--- config.mk ---
export PLATFORM = sky130hd
export DESIGN_NAME = bounded_priority_queue
export DESIGN_NICKNAME = d
export VERILOG_FILES = /design/src/hw/rtl/bpq_pkg.sv /design/src/hw/rtl/bpq_cell.sv /design/src/hw/rtl/bounded_priority_queue.sv
export SDC_FILE = /design/constraint.sdc
export NUM_CORES = 1
export LEC_CHECK = 0
export ABC_AREA = 1
export BUFFER_PORTS_ARGS = -buffer_cell sky130_fd_sc_hd__buf_2
export CAP_MARGIN = 40
export CORE_AREA = 2 2 246 248
export CTS_BUF_LIST = sky130_fd_sc_hd__clkbuf_4
export DETAILED_ROUTE_END_ITERATION = 10
export DIE_AREA = 0 0 248 250
export PLACE_DENSITY = 0.65
export REMOVE_ABC_BUFFERS = 1
export SYNTH_ARGS = -nofsm -noshare
export SYNTH_HDL_FRONTEND = slang
export SYNTH_SLANG_ARGS = --single-unit
--- constraint.sdc ---
create_clock -name clk -period 3.7 [get_ports clk]
set_input_delay 0.185 -clock clk [delete_from_list [all_inputs] [get_ports clk]]
set_output_delay 0.185 -clock clk [all_outputs]
set_load 0.01 [all_outputs]
--- src/hw/rtl/bpq_pkg.sv ---
// Shared sizes, codes and types of the bounded priority queue.
package bpq_pkg;

	localparam int DEPTH      = 16;
	localparam int PRIO_WIDTH = 8;
	localparam int TAG_WIDTH  = 16;

	// Entry count, able to hold DEPTH itself.
	localparam int CNT_W = $clog2(DEPTH + 1);
	// Width of the capacity register.
	localparam int CAP_W = 5;
	// Common width for comparing the count with the capacity.
	localparam int CMP_W = (CAP_W > CNT_W) ? CAP_W : CNT_W;

	localparam logic [CAP_W-1:0] CAP_RESET = CAP_W'(16);

	localparam int IN_DATA_W  = ((PRIO_WIDTH + TAG_WIDTH + 7) / 8) * 8;
	localparam int OUT_DATA_W = ((PRIO_WIDTH + TAG_WIDTH + CNT_W + 7) / 8) * 8;
	localparam int IN_USER_W  = 1;
	localparam int OUT_USER_W = 2;

	localparam logic MODE_PUSH = 1'b0;
	localparam logic MODE_POP  = 1'b1;

	typedef enum logic [1:0] {
		ST_PUSH_OK    = 2'd0,
		ST_PUSH_DROP  = 2'd1,
		ST_POP_OK     = 2'd2,
		ST_POP_EMPTY  = 2'd3
	} bpq_status_t;

	// Row-wide update command seen by every cell in the same cycle.
	typedef struct packed {
		logic push;
		logic pop;
	} bpq_ctrl_t;

endpackage

--- src/hw/rtl/bpq_cell.sv ---
// One slot of the sorted row: holds an entry and shifts it left or right.
module bpq_cell (
	input  logic                            clk,
	input  bpq_pkg::bpq_ctrl_t              ctrl,
	input  logic                            slot_valid,
	input  logic [bpq_pkg::PRIO_WIDTH-1:0]  new_prio,
	input  logic [bpq_pkg::TAG_WIDTH-1:0]   new_tag,
	input  logic                            left_lt,
	input  logic [bpq_pkg::PRIO_WIDTH-1:0]  left_prio,
	input  logic [bpq_pkg::TAG_WIDTH-1:0]   left_tag,
	input  logic [bpq_pkg::PRIO_WIDTH-1:0]  right_prio,
	input  logic [bpq_pkg::TAG_WIDTH-1:0]   right_tag,
	output logic                            lt,
	output logic [bpq_pkg::PRIO_WIDTH-1:0]  prio,
	output logic [bpq_pkg::TAG_WIDTH-1:0]   tag
);

	logic [bpq_pkg::PRIO_WIDTH-1:0] prio_q;
	logic [bpq_pkg::TAG_WIDTH-1:0]  tag_q;

	// An empty slot or a strictly lower priority gives way to the new entry.
	// Equal priority keeps its place, so equal entries stay first in, first out.
	assign lt = !slot_valid || (prio_q < new_prio);

	always_ff @(posedge clk) begin
		if (ctrl.pop) begin
			prio_q <= right_prio;
			tag_q  <= right_tag;
		end else if (ctrl.push && lt) begin
			if (left_lt) begin
				prio_q <= left_prio;
				tag_q  <= left_tag;
			end else begin
				prio_q <= new_prio;
				tag_q  <= new_tag;
			end
		end
	end

	assign prio = prio_q;
	assign tag  = tag_q;

endmodule

--- src/hw/rtl/bounded_priority_queue.sv ---
// Top level of the bounded priority queue: cell row, count, capacity and output beat.
//
//  channel | dir | handshake          | payload
//  --------+-----+--------------------+------------------------------------------
//  s_      | in  | s_tvalid/s_tready  | tuser: mode; tdata: priority_req, tag
//  m_      | out | m_tvalid/m_tready  | tuser: status; tdata: prio, tag, fill
//  cfg_    | in  | cfg_we             | cfg_wdata: capacity_limit
//
// Barring an output stall, one item is taken per cycle: every cell compares the new
// priority with its own and shifts in the same edge; only the row sets the rate.
// The result beat appears the cycle after the item is accepted.
// Reset clears the entry count and sets the capacity to 16; entries need no clearing.
// While a result beat waits with m_tready low, s_tready is low.
module bounded_priority_queue (
	input  logic                             clk,
	input  logic                             arst_n,
	input  logic                             s_tvalid,
	output logic                             s_tready,
	input  logic [bpq_pkg::IN_DATA_W-1:0]    s_tdata,  // priority_req, tag
	input  logic [bpq_pkg::IN_USER_W-1:0]    s_tuser,  // mode
	output logic                             m_tvalid,
	input  logic                             m_tready,
	output logic [bpq_pkg::OUT_DATA_W-1:0]   m_tdata,  // out_priority, out_tag, fill_count
	output logic [bpq_pkg::OUT_USER_W-1:0]   m_tuser,  // status
	input  logic                             cfg_we,
	input  logic [bpq_pkg::CAP_W-1:0]        cfg_wdata
);

	localparam int PW = bpq_pkg::PRIO_WIDTH;
	localparam int TW = bpq_pkg::TAG_WIDTH;
	localparam int CW = bpq_pkg::CNT_W;

	logic [bpq_pkg::CAP_W-1:0] cap_q;
	logic [CW-1:0]             occ_q;
	logic [CW-1:0]             occ_d;
	logic [CW-1:0]             eff_cap;

	logic                      out_valid_q;
	bpq_pkg::bpq_status_t      out_status_q;
	logic [PW-1:0]             out_prio_q;
	logic [TW-1:0]             out_tag_q;
	logic [CW-1:0]             out_fill_q;

	logic                      in_fire;
	logic                      in_mode;
	logic [PW-1:0]             in_prio;
	logic [TW-1:0]             in_tag;
	bpq_pkg::bpq_ctrl_t        ctrl;
	bpq_pkg::bpq_status_t      status_d;

	logic [PW-1:0]             cell_prio [bpq_pkg::DEPTH];
	logic [TW-1:0]             cell_tag  [bpq_pkg::DEPTH];
	logic [bpq_pkg::DEPTH-1:0] cell_lt;
	logic [bpq_pkg::DEPTH-1:0] cell_valid;

	assign in_mode = s_tuser[0];
	assign in_prio = s_tdata[PW-1:0];
	assign in_tag  = s_tdata[PW+TW-1:PW];

	assign s_tready = !out_valid_q || m_tready;
	assign in_fire  = s_tvalid && s_tready;

	// A capacity above the row length acts as the row length.
	always_comb begin
		if (bpq_pkg::CMP_W'(cap_q) > bpq_pkg::CMP_W'(bpq_pkg::DEPTH)) begin
			eff_cap = CW'(bpq_pkg::DEPTH);
		end else begin
			eff_cap = CW'(cap_q);
		end
	end

	always_comb begin
		ctrl.push = 1'b0;
		ctrl.pop  = 1'b0;
		occ_d     = occ_q;
		if (in_mode == bpq_pkg::MODE_PUSH) begin
			if (occ_q < eff_cap) begin
				status_d  = bpq_pkg::ST_PUSH_OK;
				ctrl.push = in_fire;
				occ_d     = occ_q + CW'(1);
			end else begin
				status_d  = bpq_pkg::ST_PUSH_DROP;
			end
		end else begin
			if (occ_q != '0) begin
				status_d  = bpq_pkg::ST_POP_OK;
				ctrl.pop  = in_fire;
				occ_d     = occ_q - CW'(1);
			end else begin
				status_d  = bpq_pkg::ST_POP_EMPTY;
			end
		end
	end

	genvar i;
	generate
		for (i = 0; i < bpq_pkg::DEPTH; i++) begin : g_row
			logic          l_lt;
			logic [PW-1:0] l_prio;
			logic [TW-1:0] l_tag;
			logic [PW-1:0] r_prio;
			logic [TW-1:0] r_tag;

			assign cell_valid[i] = occ_q > CW'(i);

			if (i == 0) begin : g_first
				assign l_lt   = 1'b0;
				assign l_prio = '0;
				assign l_tag  = '0;
			end else begin : g_inner
				assign l_lt   = cell_lt[i-1];
				assign l_prio = cell_prio[i-1];
				assign l_tag  = cell_tag[i-1];
			end

			if (i == bpq_pkg::DEPTH - 1) begin : g_last
				assign r_prio = '0;
				assign r_tag  = '0;
			end else begin : g_body
				assign r_prio = cell_prio[i+1];
				assign r_tag  = cell_tag[i+1];
			end

			bpq_cell u_cell (
				.clk        (clk),
				.ctrl       (ctrl),
				.slot_valid (cell_valid[i]),
				.new_prio   (in_prio),
				.new_tag    (in_tag),
				.left_lt    (l_lt),
				.left_prio  (l_prio),
				.left_tag   (l_tag),
				.right_prio (r_prio),
				.right_tag  (r_tag),
				.lt         (cell_lt[i]),
				.prio       (cell_prio[i]),
				.tag        (cell_tag[i])
			);
		end
	endgenerate

	always_ff @(posedge clk or negedge arst_n) begin
		if (!arst_n) begin
			cap_q       <= bpq_pkg::CAP_RESET;
			occ_q       <= '0;
			out_valid_q <= 1'b0;
		end else begin
			if (cfg_we) begin
				cap_q <= cfg_wdata;
			end
			if (in_fire) begin
				occ_q       <= occ_d;
				out_valid_q <= 1'b1;
			end else if (m_tready) begin
				out_valid_q <= 1'b0;
			end
		end
	end

	always_ff @(posedge clk) begin
		if (in_fire) begin
			out_status_q <= status_d;
			out_fill_q   <= occ_d;
			if (status_d == bpq_pkg::ST_POP_OK) begin
				out_prio_q <= cell_prio[0];
				out_tag_q  <= cell_tag[0];
			end else begin
				out_prio_q <= '0;
				out_tag_q  <= '0;
			end
		end
	end

	assign m_tvalid = out_valid_q;
	assign m_tuser  = out_status_q;
	assign m_tdata  = bpq_pkg::OUT_DATA_W'({out_fill_q, out_tag_q, out_prio_q});

`ifndef SYNTHESIS
	a_occ_bound: assert property (@(posedge clk) disable iff (!arst_n)
		occ_q <= CW'(bpq_pkg::DEPTH))
		else $error("entry count beyond row length");

	a_pop_empty: assert property (@(posedge clk) disable iff (!arst_n)
		(in_fire && in_mode == bpq_pkg::MODE_POP && occ_q == '0)
		|=> (m_tvalid && m_tuser == bpq_pkg::ST_POP_EMPTY && occ_q == '0))
		else $error("pop on empty queue not reported");

	a_push_count: assert property (@(posedge clk) disable iff (!arst_n)
		(in_fire && in_mode == bpq_pkg::MODE_PUSH && occ_q < eff_cap)
		|=> (occ_q == $past(occ_q) + CW'(1) && m_tdata[PW+TW+CW-1:PW+TW] == occ_q))
		else $error("accepted push did not raise the entry count");

	a_front_order: assert property (@(posedge clk) disable iff (!arst_n)
		(occ_q >= CW'(2)) |-> (cell_prio[0] >= cell_prio[1]))
		else $error("front entries out of priority order");
`endif

endmodule

==> reports/metrics.sh, run 1 <==
OUTCOME='finished clean'
KIND_OF_CAPTURE_POINT_OF_THE_WORST_SETUP_PATH='flop'
PATH_CLASS='flop to flop'
SYNTH_AREA_LEADERS='sky130_fd_sc_hd__edfxtp_1 44%, sky130_fd_sc_hd__nand2_1 19%, sky130_fd_sc_hd__nand3_1 13%, sky130_fd_sc_hd__ha_1 5.7%, sky130_fd_sc_hd__inv_1 5.7%'
WORSTHOLDENDPOINT='cap_q[4]'
SYNTH_SEQ_AREA_SHARE_PCT=47.15
CTS_INSERTED_BUFFERS=115
POST_DRT_VIA_CELL_RATIO=4.877
CTS_TREE='yes'
POST-SYNTH-TOP-AREA-CELL='sky130_fd_sc_hd__edfxtp_1'
HTREEDEPTH=3
CRIT_REQUIRED_NS=4.43
VIAS=21580
R2R_START='occ_q[1]'
YOSYS.CELL_COUNT.TOP_TYPE='sky130_fd_sc_hd__nand2_1'
SETUP_VIOL=0
INITIAL_UTILIZATION_PCT=44.50
FINAL_NETS=3703
REMAINING_DRC_ERRORS=0
DP_HPWL_MM=43.93
DIE_AREA_SQ_MM=0.06200
FMAX_GHz=0.3506
TIMING.REG2REG.WORST_PATH_DEPTH=9
POWER.STATIC_LEAKAGE_nW=14.49
FIN_TNS_SETUP_NS=0
PLACEDINSTANCEAREA_SQ_MM=0.02755
YOSYS-TOP-CELLS-COUNT='1,313 x sky130_fd_sc_hd__nand2_1, 706 x sky130_fd_sc_hd__nand3_1, 401 x sky130_fd_sc_hd__inv_1'
P_SEQ_SHARE_PCT=38.3
FIN_AREA_SQ_MM=0.02951
TIMING_WORST_SLEW_PIN_VALUE_NS=0.7911
POWER-PER-CELL-AREA_mW_PER_MM2=751.9
VDD.IR_DROP.WORST_uV=467.1
CP-START-KIND='flop'
DRTITER0DRC=1451
SYNTH.TOP_CELL.AREA_SHARE_PCT=44.29
WORSTSKEWPAIRLATENCY_NS=0.91
POSTROUTEWIRELENGTH_MM=62.65
WORST_HOLD_PATH.NUM_CELLS=3
GROUTE.USAGE.OVERALL_PCT=20.35
ANTENNA_VIOLATING_NETS_POST_ROUTE=0
CLOCK_SINKS=426
GP_ROUTABILITY_CONGESTION=0.8072
CRITPATHMAXFANOUT=163
SYNTH_CELLS=3451
PORT_BUFFERS=67
TIMING.HOLD.WS_NS=0.1369
REG2REG_SETUP_SLACK_NS=0.85
FINALCRITICALPERIOD_NS=2.852
CELL_INTERNAL_PWR_mW=13.05
DRIVE_GT1_SHARE_PCT=10.38
DRTPASS1ITERATIONS=6
CRIT_START='occ_q[1]'
HOLDBUFCOUNTCTS=42
TIMING.RR.END='g_row[13].u_cell.prio[3]'
REPORT.FINAL.SLEW_VIOL_COUNT=0
FINALHOLDVIOLCOUNT=0
POSTSYNTH.ASYNCRESETSHARE_PCT=2.582
POSTCTSSETUPREPAIRBUFS=0
PWR-SHARE-COMB_PCT=41.9
CLOCK_EDGE_TRANSITION_AT_THE_REGISTERS_ON_THE_REPORTED_SETUP_AND_HOLD_PATHS_NS=0.07
MAX_CAP_VIOLATIONS=0
MIN_PERIOD_OVER_PERIOD_PCT=77.08
SYNTHTOLAYOUTAREAGROWTH_PCT=11.31
ANTENNA_FOUND_INITIAL=2
CTS-ROOT-TO-SINK-BUFFERS=3
NETSWITCHINGPOWER_mW=9.135
COREAREA_SQ_MM=0.05957
POWER.SHARE.CLOCK_PCT=19.8
SYNTH_FF_TYPE='sky130_fd_sc_hd__edfxtp_1'
CORE_ROWS=90
SW_FRAC_OF_TOTAL_PCT=41.17
YS_WARN_COUNT=0
CLK_ROOT_BUFFER_CELL='sky130_fd_sc_hd__clkbuf_4'
GRT_PASS1_WL_MM=105.3
MAXIMUM_NUMBER_OF_PINS_ON_ONE_NET_BEFORE_GLOBAL_ROUTE_REPAIR=164
ROUTE.DETAILED.WL_PER_INST_MICRONS=14.16
UNREPAIRED_SETUP_ENDPOINTS_AFTER_GLOBAL_ROUTING='false'
MIN_PATH_TYPE='primary input to flop'
IO_PINS=71
SYNTHESIS.AREA_SQ_MM=0.02651
CHIPHEIGHT_MICRONS=250
SYNTH_ENABLE_FLOP_CELLS=391
POST_CTS_RESIZED=0
YS_SEQ_ELEMENTS=426
TIMING.HOLD.WORST.START='cfg_we'
SYN_AREA_PER_CELL_SQ_UM=7.681
DIE-WIDTH_MICRONS=248
CLOCK-SKEW-FINAL_NS=0.05234
VIA_COUNT_OF_THE_FIRST_GLOBAL_ROUTING_PASS=21120
SYNTH_CELL_TYPE_COUNT=38
CRITICAL_PATH_ARRIVAL_NS=3.58
GLOBALROUTEOVERFLOWTOTAL=0
SLEW_HEADROOM_PCT=47.26
## worst max-delay path by stage
stage	to	slack (ns)	cells past startpoint
floorplan	g_row[0].u_cell.prio[0]	-8.34	7
global placement	g_row[3].u_cell.tag[14]	1.01	15
detailed placement	g_row[13].u_cell.prio[1]	0.97	9
CTS	g_row[13].u_cell.prio[1]	0.92	9
global route	g_row[13].u_cell.prio[1]	0.67	9
finish	g_row[13].u_cell.prio[3]	0.85	9
## power by group through the flow
stage	Combinational, mW	Sequential [mW]	Clock (mW)
5_1_grt	10.8	8.67	4.76
4_1_cts	9.37	8.49	4.52
3_5_place_dp	9.29	8.59	0
3_3_place_gp	9.11	8.54	0
2_1_floorplan	6.66	8.41	0
6_report	9.30	8.50	4.39
## cells by family after synthesis
group,count (synthesis),synth area share (%)
adders and majority gates,121,5.711
xor gates and xnor gates,2,0.06609
and+or+nand+nor,2140,34.01
DFF,426,47.15
muxes,4,0.1699
AOI/OAI and AO/OA,137,3.337
other,1,0.01415
buffers and inverters,620,9.544
## cell type report
class	instances	area (sq um)
antenna	2	5.005
clock buffer	186	1396
clock inverter	24	133.9
fill	5906	30060
inverter	408	1539
multi-input combinational	2407	11490
sequential	426	12500
tap	782	978.4
timing repair buffer	189	1469
## cell usage in the layout, fill, tap and decap left out, types with 3 or more instances in the layout
cell / Yosys / layout
sky130_fd_sc_hd__nand2_1: 1313 / 1313
sky130_fd_sc_hd__nand3_1: 706 / 706
sky130_fd_sc_hd__inv_1: 401 / 401
sky130_fd_sc_hd__edfxtp_1: 391 / 391
sky130_fd_sc_hd__clkbuf_4: 0 / 186
sky130_fd_sc_hd__ha_1: 121 / 121
sky130_fd_sc_hd__nor2_1: 100 / 100
sky130_fd_sc_hd__buf_4: 22 / 71
sky130_fd_sc_hd__buf_2: 78 / 67
sky130_fd_sc_hd__a21oi_1: 49 / 49
sky130_fd_sc_hd__dlygate4sd3_1: 0 / 42
sky130_fd_sc_hd__o21ai_0: 34 / 34
sky130_fd_sc_hd__dfxtp_1: 24 / 24
sky130_fd_sc_hd__clkinv_1: 1 / 20
sky130_fd_sc_hd__o21a_1: 15 / 15
sky130_fd_sc_hd__a21boi_0: 14 / 14
sky130_fd_sc_hd__o21bai_1: 14 / 14
sky130_fd_sc_hd__nand2_2: 10 / 10
sky130_fd_sc_hd__dfrtp_1: 10 / 10
sky130_fd_sc_hd__buf_12: 0 / 9
sky130_fd_sc_hd__inv_2: 6 / 5
sky130_fd_sc_hd__o21ai_2: 5 / 5
sky130_fd_sc_hd__mux2_2: 4 / 4
sky130_fd_sc_hd__conb_1: 1 / 3
## through the flow
| stage | utilization, % | setup slack, ns | std cells | total power, mW |
|---|---|---|---|---|
| 5_1_grt | 49.53 | 0.6739 | 4424 | 24.20 |
| 4_1_cts | 49.53 | 0.9177 | 4422 | 22.38 |
| 3_5_place_dp | 46.25 | 0.9708 | 4170 | 17.88 |
| 3_3_place_gp | 46.25 | 1.008 | 4170 | 17.65 |
| 2_1_floorplan | - | -8.345 | 3241 | 15.07 |
| 6_report | 49.53 | 0.8480 | 4424 | 22.19 |
## worst max-delay path: stages (launching register included)
cell                      delay (ns)
sky130_fd_sc_hd__dfrtp_1        0.60
sky130_fd_sc_hd__inv_1          0.19
sky130_fd_sc_hd__ha_1           0.30
sky130_fd_sc_hd__nand2_4        0.11
sky130_fd_sc_hd__nand2_4        0.05
sky130_fd_sc_hd__nor2_4         0.15
sky130_fd_sc_hd__buf_4          0.36
sky130_fd_sc_hd__buf_12         0.55
sky130_fd_sc_hd__nand2_1        0.11
sky130_fd_sc_hd__nand2_1        0.11
## state kept, by name, summed over array words and instances (netlist names)
register	flops
m_tvalid	1
g_row.u_cell.prio	128
out_fill_q	5
cap_q	5
g_row.u_cell.tag	256
m_tuser	2
out_prio_q	8
occ_q	5
out_tag_q	16
## routing by layer
layer,vias to the layer above,GRT usage [%],wire (microns)
li1,11450,-,-
met2,483,33.23,29130
met4,0,5.697,1227
met3,94,3.646,2960
met1,9545,27.60,29330
met5,-,0,0
Power figures use the tool's default switching activity.
==> run 2: changes to the inputs <==
--- a/config.mk
+++ b/config.mk
@@ -5,14 +5,14 @@
 export SDC_FILE = /design/constraint.sdc
 export NUM_CORES = 1
 export LEC_CHECK = 0
-export ABC_AREA = 1
+export ABC_AREA = 0
 export BUFFER_PORTS_ARGS = -buffer_cell sky130_fd_sc_hd__buf_2
 export CAP_MARGIN = 40
-export CORE_AREA = 2 2 246 248
+export CORE_AREA = 2 2 235 237
 export CTS_BUF_LIST = sky130_fd_sc_hd__clkbuf_4
 export DETAILED_ROUTE_END_ITERATION = 10
-export DIE_AREA = 0 0 248 250
-export PLACE_DENSITY = 0.65
+export DIE_AREA = 0 0 237 239
+export PLACE_DENSITY = 0.68
 export REMOVE_ABC_BUFFERS = 1
 export SYNTH_ARGS = -nofsm -noshare
 export SYNTH_HDL_FRONTEND = slang
==> constraint.sdc (replaced) <==
create_clock -name clk -period 2.44 [get_ports clk]
set_input_delay 0.122 -clock clk [delete_from_list [all_inputs] [get_ports clk]]
set_output_delay 0.122 -clock clk [all_outputs]
set_load 0.01 [all_outputs]
==> run 2 against run 1 <==
  * The flow now finishes with violations (setup timing)
  * Clock-buffer cell count down 17
  * Critical path depth up 3
  * Clock skew up 0.0030 ns
  * Sequential cell count unchanged
  * Via count down 5.5%
  * Largest power group unchanged
==> reports/metrics.sh, run 2 <==
TIMING.RR.END='g_row[2].u_cell.tag[5]'
OUTCOME='complete, but fails checks'
MAXIMUM_NUMBER_OF_PINS_ON_ONE_NET_BEFORE_GLOBAL_ROUTE_REPAIR=64
SYNTH.TOP_CELL.AREA_SHARE_PCT=48.72
MET1_GRT_UTIL_PCT=30.12
POST_DRT_VIA_CELL_RATIO=6.038
XOR_AND_XNOR_AREA_SHARE_AFTER_SYNTHESIS_PCT=0.07269
SYNTH_ENABLE_FLOP_CELLS=391
DP_HPWL_MM=47.31
HTREEDEPTH=3
SYNTH_CELL_TYPE_COUNT=66
POSTSYNTH.ASYNCRESETSHARE_PCT=2.582
DIE-WIDTH_MICRONS=237
YOSYS.AREA_SHARE.ADDER_PCT=6.282
GROUTE.USAGE.OVERALL_PCT=23.74
FINALHOLDVIOLCOUNT=0
POWER.SHARE.CLOCK_PCT=20.5
R2R_START='cap_q[4]'
SHARE_OF_CELL_AREA_TAKEN_BY_MUXES_AFTER_SYNTHESIS_PCT=7.211
COMPLEX_GATE_FRACTION_OF_THE_SYNTHESIZED_AREA_PCT=19.03
CRIT_REQUIRED_NS=3.00
GLOBAL_ROUTE.USAGE.MET2_PCT=40.38
ROUTE.DETAILED.WL_PER_INST_MICRONS=21.97
CORE_ROWS=86
SYNTH_FF_TYPE='sky130_fd_sc_hd__edfxtp_1'
POST-SYNTH-TOP-AREA-CELL='sky130_fd_sc_hd__edfxtp_1'
DRTITER0DRC=2129
SYNTHTOLAYOUTAREAGROWTH_PCT=28.46
WORST_HOLD_PATH.NUM_CELLS=4
FINAL_NETS=2738
NETSWITCHINGPOWER_mW=11.22
FINAL_CELLS=3377
PORT_BUFFERS=67
TIMING_WORST_SLEW_PIN_VALUE_NS=0.5943
CTS_TREE='yes'
GROUTE.LAYER.MET3.USAGE_PCT=4.111
P_SEQ_SHARE_PCT=38.1
YOSYS.CELL_COUNT.TOP_TYPE='sky130_fd_sc_hd__edfxtp_1'
SYNTH_AREA_LEADERS='sky130_fd_sc_hd__edfxtp_1 49%, sky130_fd_sc_hd__a221o_1 7.0%, sky130_fd_sc_hd__mux2i_1 7.0%, sky130_fd_sc_hd__ha_1 6.3%, sky130_fd_sc_hd__nand2_1 5.3%'
SW_FRAC_OF_TOTAL_PCT=36.19
SYN_AREA_PER_CELL_SQ_UM=10.83
ANTENNA_FOUND_INITIAL=1
CLOCK_EDGE_TRANSITION_AT_THE_REGISTERS_ON_THE_REPORTED_SETUP_AND_HOLD_PATHS_NS=0.06
DRIVE_GT1_SHARE_PCT=27.51
POSTROUTEWIRELENGTH_MM=74.20
REPORT.FINAL.SLEW_VIOL_COUNT=0
MIN_PATH_TYPE='primary input to flop'
DRTPASS1ITERATIONS=5
YS_WARN_COUNT=0
TIMING.HOLD.WORST.START='s_tdata[22]'
CP-START-KIND='flop'
FINAL.SETUP.WORST_SLACK_NS=-0.1679
ANTENNA_VIOLATING_NETS_POST_ROUTE=0
CLOCK-SKEW-FINAL_NS=0.05537
POST_SYNTH_AND_OR_NAND_NOR_AREA_FRACTION_PCT=10.62
CLK_ROOT_BUFFER_CELL='sky130_fd_sc_hd__clkbuf_4'
FINALCRITICALPERIOD_NS=2.608
CRITPATHMAXFANOUT=12
VDD.IR_DROP.WORST_uV=454.0
UTILIZATION_PCT=56.97
UNREPAIRED_SETUP_ENDPOINTS_AFTER_GLOBAL_ROUTING='true'
FMAX_GHz=0.3835
REMAINING_DRC_ERRORS=0
CRITICAL_PATH_ARRIVAL_NS=3.17
YOSYS-TOP-CELLS-COUNT='391 x sky130_fd_sc_hd__edfxtp_1, 341 x sky130_fd_sc_hd__nand2_1, 193 x sky130_fd_sc_hd__o21ai_0'
IO_PINS=71
SLEW_HEADROOM_PCT=60.38
CTS-ROOT-TO-SINK-BUFFERS=3
GRT_PASS1_WL_MM=106.9
SYNTHESIS.AREA_SQ_MM=0.02410
YS_SEQ_ELEMENTS=426
LARGEST_REGISTER_FF_COUNT=256
DIE_AREA_SQ_MM=0.05664
POWER.STATIC_LEAKAGE_nW=13.07
MOSTFREQUENTLAYOUTCELLS='391 x sky130_fd_sc_hd__edfxtp_1, 334 x sky130_fd_sc_hd__nand2_1, 204 x sky130_fd_sc_hd__buf_4'
PLACE_WS_NS=-0.2438
WORSTHOLDENDPOINT='g_row[15].u_cell.tag[14]'
CELL_INTERNAL_PWR_mW=19.78
PATH_CLASS='flop to flop'
SYNTH_TOP_FAMILY_BY_AREA='compound AO/OA/AOI/OAI gates'
MAX_CAP_VIOLATIONS=0
CHIPHEIGHT_MICRONS=239
SETUP_VIOL=235
VIA_COUNT_OF_THE_FIRST_GLOBAL_ROUTING_PASS=20120
TIMING.REG2REG.WORST_PATH_DEPTH=12
VIOLATIONS='setup timing'
FIN_TNS_SETUP_NS=-13.58
WORSTSKEWPAIRLATENCY_NS=0.88
MOSTFREQUENTLAYOUTCELL='sky130_fd_sc_hd__edfxtp_1'
GP_ROUTABILITY_CONGESTION=0.8895
CTS_INSERTED_BUFFERS=111
CLOCK_SINKS=426
MIN_PERIOD_OVER_PERIOD_PCT=106.9
INITIAL_UTILIZATION_PCT=44.35
POWER-PER-CELL-AREA_mW_PER_MM2=1001
PWR-SHARE-COMB_PCT=41.4
SYNTH_SEQ_AREA_SHARE_PCT=51.86
PLACE_INST=3044
REG2REG_SETUP_SLACK_NS=-0.17
SYNTH_CELLS=2225
KIND_OF_CAPTURE_POINT_OF_THE_WORST_SETUP_PATH='flop'
GRT-BUSIEST-LAYER='met2'
VIAS=20390
COREAREA_SQ_MM=0.05434
GLOBALROUTEOVERFLOWTOTAL=0
[run 2: cell types whose count changed in the layout (fill, tap and decap cells not counted), moves of 94 or more]
| cell | delta |
|---|---|
| sky130_fd_sc_hd__nand2_1 | -979 |
| sky130_fd_sc_hd__nand3_1 | -699 |
| sky130_fd_sc_hd__inv_1 | -388 |
| sky130_fd_sc_hd__a221o_1 | +168 |
| sky130_fd_sc_hd__mux2i_1 | +166 |
| sky130_fd_sc_hd__buf_4 | +133 |
| sky130_fd_sc_hd__o21ai_0 | +127 |
| sky130_fd_sc_hd__a21oi_1 | +94 |
[run 2: worst max-delay path, cell delays in order (launching register included)]
cell and delay [ns]:
sky130_fd_sc_hd__dfstp_2 0.55, sky130_fd_sc_hd__inv_4 0.06, sky130_fd_sc_hd__nand2_2 0.07, sky130_fd_sc_hd__ha_4 0.20
sky130_fd_sc_hd__o21ai_2 0.13, sky130_fd_sc_hd__nand2b_1 0.11, sky130_fd_sc_hd__a211o_4 0.36, sky130_fd_sc_hd__buf_6 0.14
sky130_fd_sc_hd__buf_8 0.13, sky130_fd_sc_hd__buf_6 0.12, sky130_fd_sc_hd__o21ai_4 0.18, sky130_fd_sc_hd__buf_12 0.15
sky130_fd_sc_hd__buf_16 0.14
[run 2: metal layers]
metal  up-vias  part of all wire (%)
met3       147                   6.8
met4         0                   2.9
met5         -                     0
met2       837                    49
li1       9242                     -
met1     10160                    41
[run 2: logic make-up (layout without fill, tap and decap cells)]
family                   Yosys count  after routing
flip-flops                       426            426
AND/OR/NAND/NOR                  592            597
XOR/XNOR                           2              2
AO/OA/AOI/OAI                    681            681
adder cells (fa/ha/maj)          121            121
buffers and inverters            229            669
multiplexers                     173            173
other                              1              4
[run 2: how the worst max path moves through the flow]
stage,to,startpoint,slack (ns)
3_3_place_gp,g_row[0].u_cell.tag[0],cap_q[4],-0.20
4_1_cts,g_row[2].u_cell.prio[2],cap_q[4],-0.12
6_report,g_row[2].u_cell.tag[5],cap_q[4],-0.17
5_1_grt,g_row[2].u_cell.prio[7],cap_q[4],-0.23
2_1_floorplan,g_row[11].u_cell.prio[7],m_tvalid,-8.00
3_5_place_dp,g_row[0].u_cell.tag[0],cap_q[4],-0.24
[run 2: power groups by stage]
stage / sequential (mW) / combinational, mW / clock [mW]
CTS: 11.8 / 11.2 / 6.47
global placement: 11.9 / 9.97 / 0
detailed placement: 11.9 / 10.4 / 0
floorplan: 11.6 / 6.60 / 0
global route: 12.0 / 13.8 / 6.86
finish: 11.8 / 12.8 / 6.35
[run 2: layout make-up]
type / instances / area (sq um)
diodes: 1 / 2.502
clock buffers: 169 / 1269
clock inverters: 34 / 156.4
fillers: 4495 / 23380
inverters: 20 / 77.57
multi-input cells: 1577 / 11340
flip-flops and latches: 426 / 12500
well taps: 704 / 880.8
repair buffers: 446 / 4732
[run 2: what timing repair did]
item                       4_1_cts  5_1_grt
cloned                          10       32
resized for setup               70      170
hold endpoints to repair       260        0
buffers inserted                23       32
setup endpoints to repair      527      652
pin swaps                       10       49
hold buffers                    43        0
[run 2: per-stage QoR]
step,total power [mW],hold slack (ns),instance area (sq um)
global route,32.67,0.08079,30960
global placement,21.83,0.01281,27020
detailed placement,22.24,0.02174,27020
CTS,29.47,0.04383,29610
finish,30.99,0.1273,30960
floorplan,18.18,-0.1736,23000
==> run 3: changes to the inputs <==
--- a/config.mk
+++ b/config.mk
@@ -5,13 +5,13 @@
 export SDC_FILE = /design/constraint.sdc
 export NUM_CORES = 1
 export LEC_CHECK = 0
-export ABC_AREA = 0
+export ABC_AREA = 1
 export BUFFER_PORTS_ARGS = -buffer_cell sky130_fd_sc_hd__buf_2
 export CAP_MARGIN = 40
-export CORE_AREA = 2 2 235 237
+export CORE_AREA = 2 2 246 248
 export CTS_BUF_LIST = sky130_fd_sc_hd__clkbuf_4
 export DETAILED_ROUTE_END_ITERATION = 10
-export DIE_AREA = 0 0 237 239
+export DIE_AREA = 0 0 248 250
 export PLACE_DENSITY = 0.68
 export REMOVE_ABC_BUFFERS = 1
 export SYNTH_ARGS = -nofsm -noshare
==> run 3 against run 2 <==
  * Cell count up 33%
  * Wire length down 13%
  * Sequential cell count unchanged
  * Clock-buffer cell count up 27
  * Worst hold slack worse by 0.039 ns
  * Critical path depth up 1
  * Clock skew up 0.0053 ns
  * Sequential power up 8%
  * The run now ends clean
  * Critical path type unchanged
  * Highest routed layer unchanged
  * First-iteration DRC count down 32%
==> reports/metrics.sh, run 3 (same netlist as run 1, synthesis figures left out) <==
OUTCOME='finished clean'
CLOCK-SKEW-FINAL_NS=0.06067
VDD.IR_DROP.WORST_uV=640.4
NETSWITCHINGPOWER_mW=14.13
FINAL_NETS=3760
DRTPASS1ITERATIONS=8
VIA_COUNT_OF_THE_FIRST_GLOBAL_ROUTING_PASS=21830
CLK_ROOT_BUFFER_CELL='sky130_fd_sc_hd__clkbuf_4'
CP-START-KIND='flop'
CTS_TREE='yes'
HTREEDEPTH=3
DRTITER0DRC=1453
REPORT.FINAL.SLEW_VIOL_COUNT=0
CTS-ROOT-TO-SINK-BUFFERS=3
SW_FRAC_OF_TOTAL_PCT=40.46
KIND_OF_CAPTURE_POINT_OF_THE_WORST_SETUP_PATH='flop'
REG2REG_SETUP_SLACK_NS=0.04
PLACEDINSTANCEAREA_SQ_MM=0.02823
ANTENNA_FOUND_INITIAL=2
REMAINING_DRC_ERRORS=0
FIN_AREA_SQ_MM=0.03048
DP_HPWL_MM=44.71
PLACE_INST=4215
ANTENNA_VIOLATING_NETS_POST_ROUTE=0
ROUTE.DETAILED.WL_PER_INST_MICRONS=14.36
CRITPATHMAXFANOUT=24
GP_ROUTABILITY_CONGESTION=0.8201
FIN_TOTAL_PWR_mW=34.92
FINALHOLDVIOLCOUNT=0
SLEW_HEADROOM_PCT=42.36
CHIPHEIGHT_MICRONS=250
FINALCRITICALPERIOD_NS=2.400
POST_DRT_VIA_CELL_RATIO=4.931
DIE-WIDTH_MICRONS=248
WORSTSKEWPAIRLATENCY_NS=0.91
IO_PINS=71
CORE_ROWS=90
COREAREA_SQ_MM=0.05957
POSTROUTEWIRELENGTH_MM=64.38
POWER-PER-CELL-AREA_mW_PER_MM2=1146
SETUP_VIOL=0
UTILIZATION_PCT=51.17
SYNTHTOLAYOUTAREAGROWTH_PCT=15.00
MIN_PERIOD_OVER_PERIOD_PCT=98.36
INITIAL_UTILIZATION_PCT=44.50
CRITICAL_PATH_ARRIVAL_NS=2.97
CELL_INTERNAL_PWR_mW=20.79
MAX_CAP_VIOLATIONS=0
DIE_AREA_SQ_MM=0.06200
MOSTFREQUENTLAYOUTCELL='sky130_fd_sc_hd__nand2_1'
VIAS=22110
GROUTE.USAGE.OVERALL_PCT=20.88
TIMING.HOLD.WS_NS=0.08817
CLOCK_EDGE_TRANSITION_AT_THE_REGISTERS_ON_THE_REPORTED_SETUP_AND_HOLD_PATHS_NS=0.07
POWER.STATIC_LEAKAGE_nW=14.94
CTS_INSERTED_BUFFERS=116
MOSTFREQUENTLAYOUTCELLS='1,309 x sky130_fd_sc_hd__nand2_1, 706 x sky130_fd_sc_hd__nand3_1, 400 x sky130_fd_sc_hd__inv_1'
CLOCK_SINKS=426
FMAX_GHz=0.4167
DRIVE_GT1_SHARE_PCT=12.08
LARGEST_REGISTER_FF_COUNT=256
MAXIMUM_NUMBER_OF_PINS_ON_ONE_NET_BEFORE_GLOBAL_ROUTE_REPAIR=193
FINAL_CELLS=4484
PORT_BUFFERS=67
P_SEQ_SHARE_PCT=36.8
CRIT_REQUIRED_NS=3.01
TIMING_WORST_SLEW_PIN_VALUE_NS=0.8645
POWER.SHARE.CLOCK_PCT=19.5
PWR-SHARE-COMB_PCT=43.7
GLOBALROUTEOVERFLOWTOTAL=0
MIN_PATH_TYPE='primary input to flop'
PATH_CLASS='flop to flop'
GRT_PASS1_WL_MM=107.9
NUM-FILL-CELLS=5756
[run 3: cell type report]
| class | instances | area, sq um | area share, % |
|---|---|---|---|
| sequential | 426 | 12500 | 41.00 |
| multi-input combinational | 2407 | 11520 | 37.80 |
| timing repair buffer | 245 | 2359 | 7.737 |
| inverter | 408 | 1539 | 5.049 |
| clock buffer | 196 | 1471 | 4.827 |
| tap | 782 | 978.4 | 3.210 |
| clock inverter | 17 | 106.4 | 0.3489 |
| antenna | 3 | 7.507 | 0.02463 |
[run 3: worst max-delay path, cell delays in order (launching register included)]
cell                        delay (ns)
sky130_fd_sc_hd__dfstp_2          0.53
sky130_fd_sc_hd__inv_2            0.06
sky130_fd_sc_hd__nand2_1          0.07
sky130_fd_sc_hd__ha_1             0.23
sky130_fd_sc_hd__nand2_1          0.07
sky130_fd_sc_hd__inv_1            0.08
sky130_fd_sc_hd__nand3_2          0.11
sky130_fd_sc_hd__nand3_2          0.11
sky130_fd_sc_hd__nor3_4           0.17
sky130_fd_sc_hd__buf_12           0.15
sky130_fd_sc_hd__clkbuf_16        0.16
sky130_fd_sc_hd__nand2_1          0.06
sky130_fd_sc_hd__nand2_1          0.10
sky130_fd_sc_hd__buf_12           0.19
[run 3: final timing paths]
check / start / end / cells past startpoint
hold / removal: s_tdata[13] / g_row[15].u_cell.tag[5] / 6
hold reg to reg: g_row[15].u_cell.tag[11] / g_row[14].u_cell.tag[11] / 2
max in group asynchronous: arst_n / cap_q[2] / 3
min in group asynchronous: arst_n / occ_q[1] / 3
setup / recovery: cap_q[4] / g_row[1].u_cell.prio[5] / 13
setup reg to reg: cap_q[4] / g_row[1].u_cell.prio[5] / 13
[run 3: routing by layer]
| metal | GRT usage, % | routed length, microns | vias up |
|---|---|---|---|
| met5 | 0 | 0 | - |
| met4 | 6.279 | 1319 | 0 |
| met3 | 3.818 | 3470 | 112 |
| met2 | 34.73 | 30540 | 565 |
| met1 | 27.55 | 29040 | 9858 |
| li1 | - | - | 11580 |
[run 3: repair_timing]
action,in CTS,in global routing
hold buffers,48,0
resized for setup,0,21
setup endpoints to repair,0,158
endpoints found under the hold margin,419,0
buffers inserted,0,1
[run 3: through the flow]
step,TNS [ns],worst slack (ns)
after floorplan,-6669.78,-9.605
after global placement,0,0.06561
after detailed placement,0,0.05774
after CTS,0,0.04902
after global routing,-16.17,-0.07799
final,0,0.04001
[run 3: power by group through the flow]
| stage | Sequential [mW] | Clock, mW | Combinational, mW |
|---|---|---|---|
| floorplan | 12.8 | 0 | 10.1 |
| global placement | 12.9 | 0 | 14.7 |
| finish | 12.8 | 6.81 | 15.3 |
| CTS | 12.8 | 6.99 | 15.1 |
| global route | 13.1 | 7.35 | 17.5 |
| detailed placement | 13.0 | 0 | 15.0 |
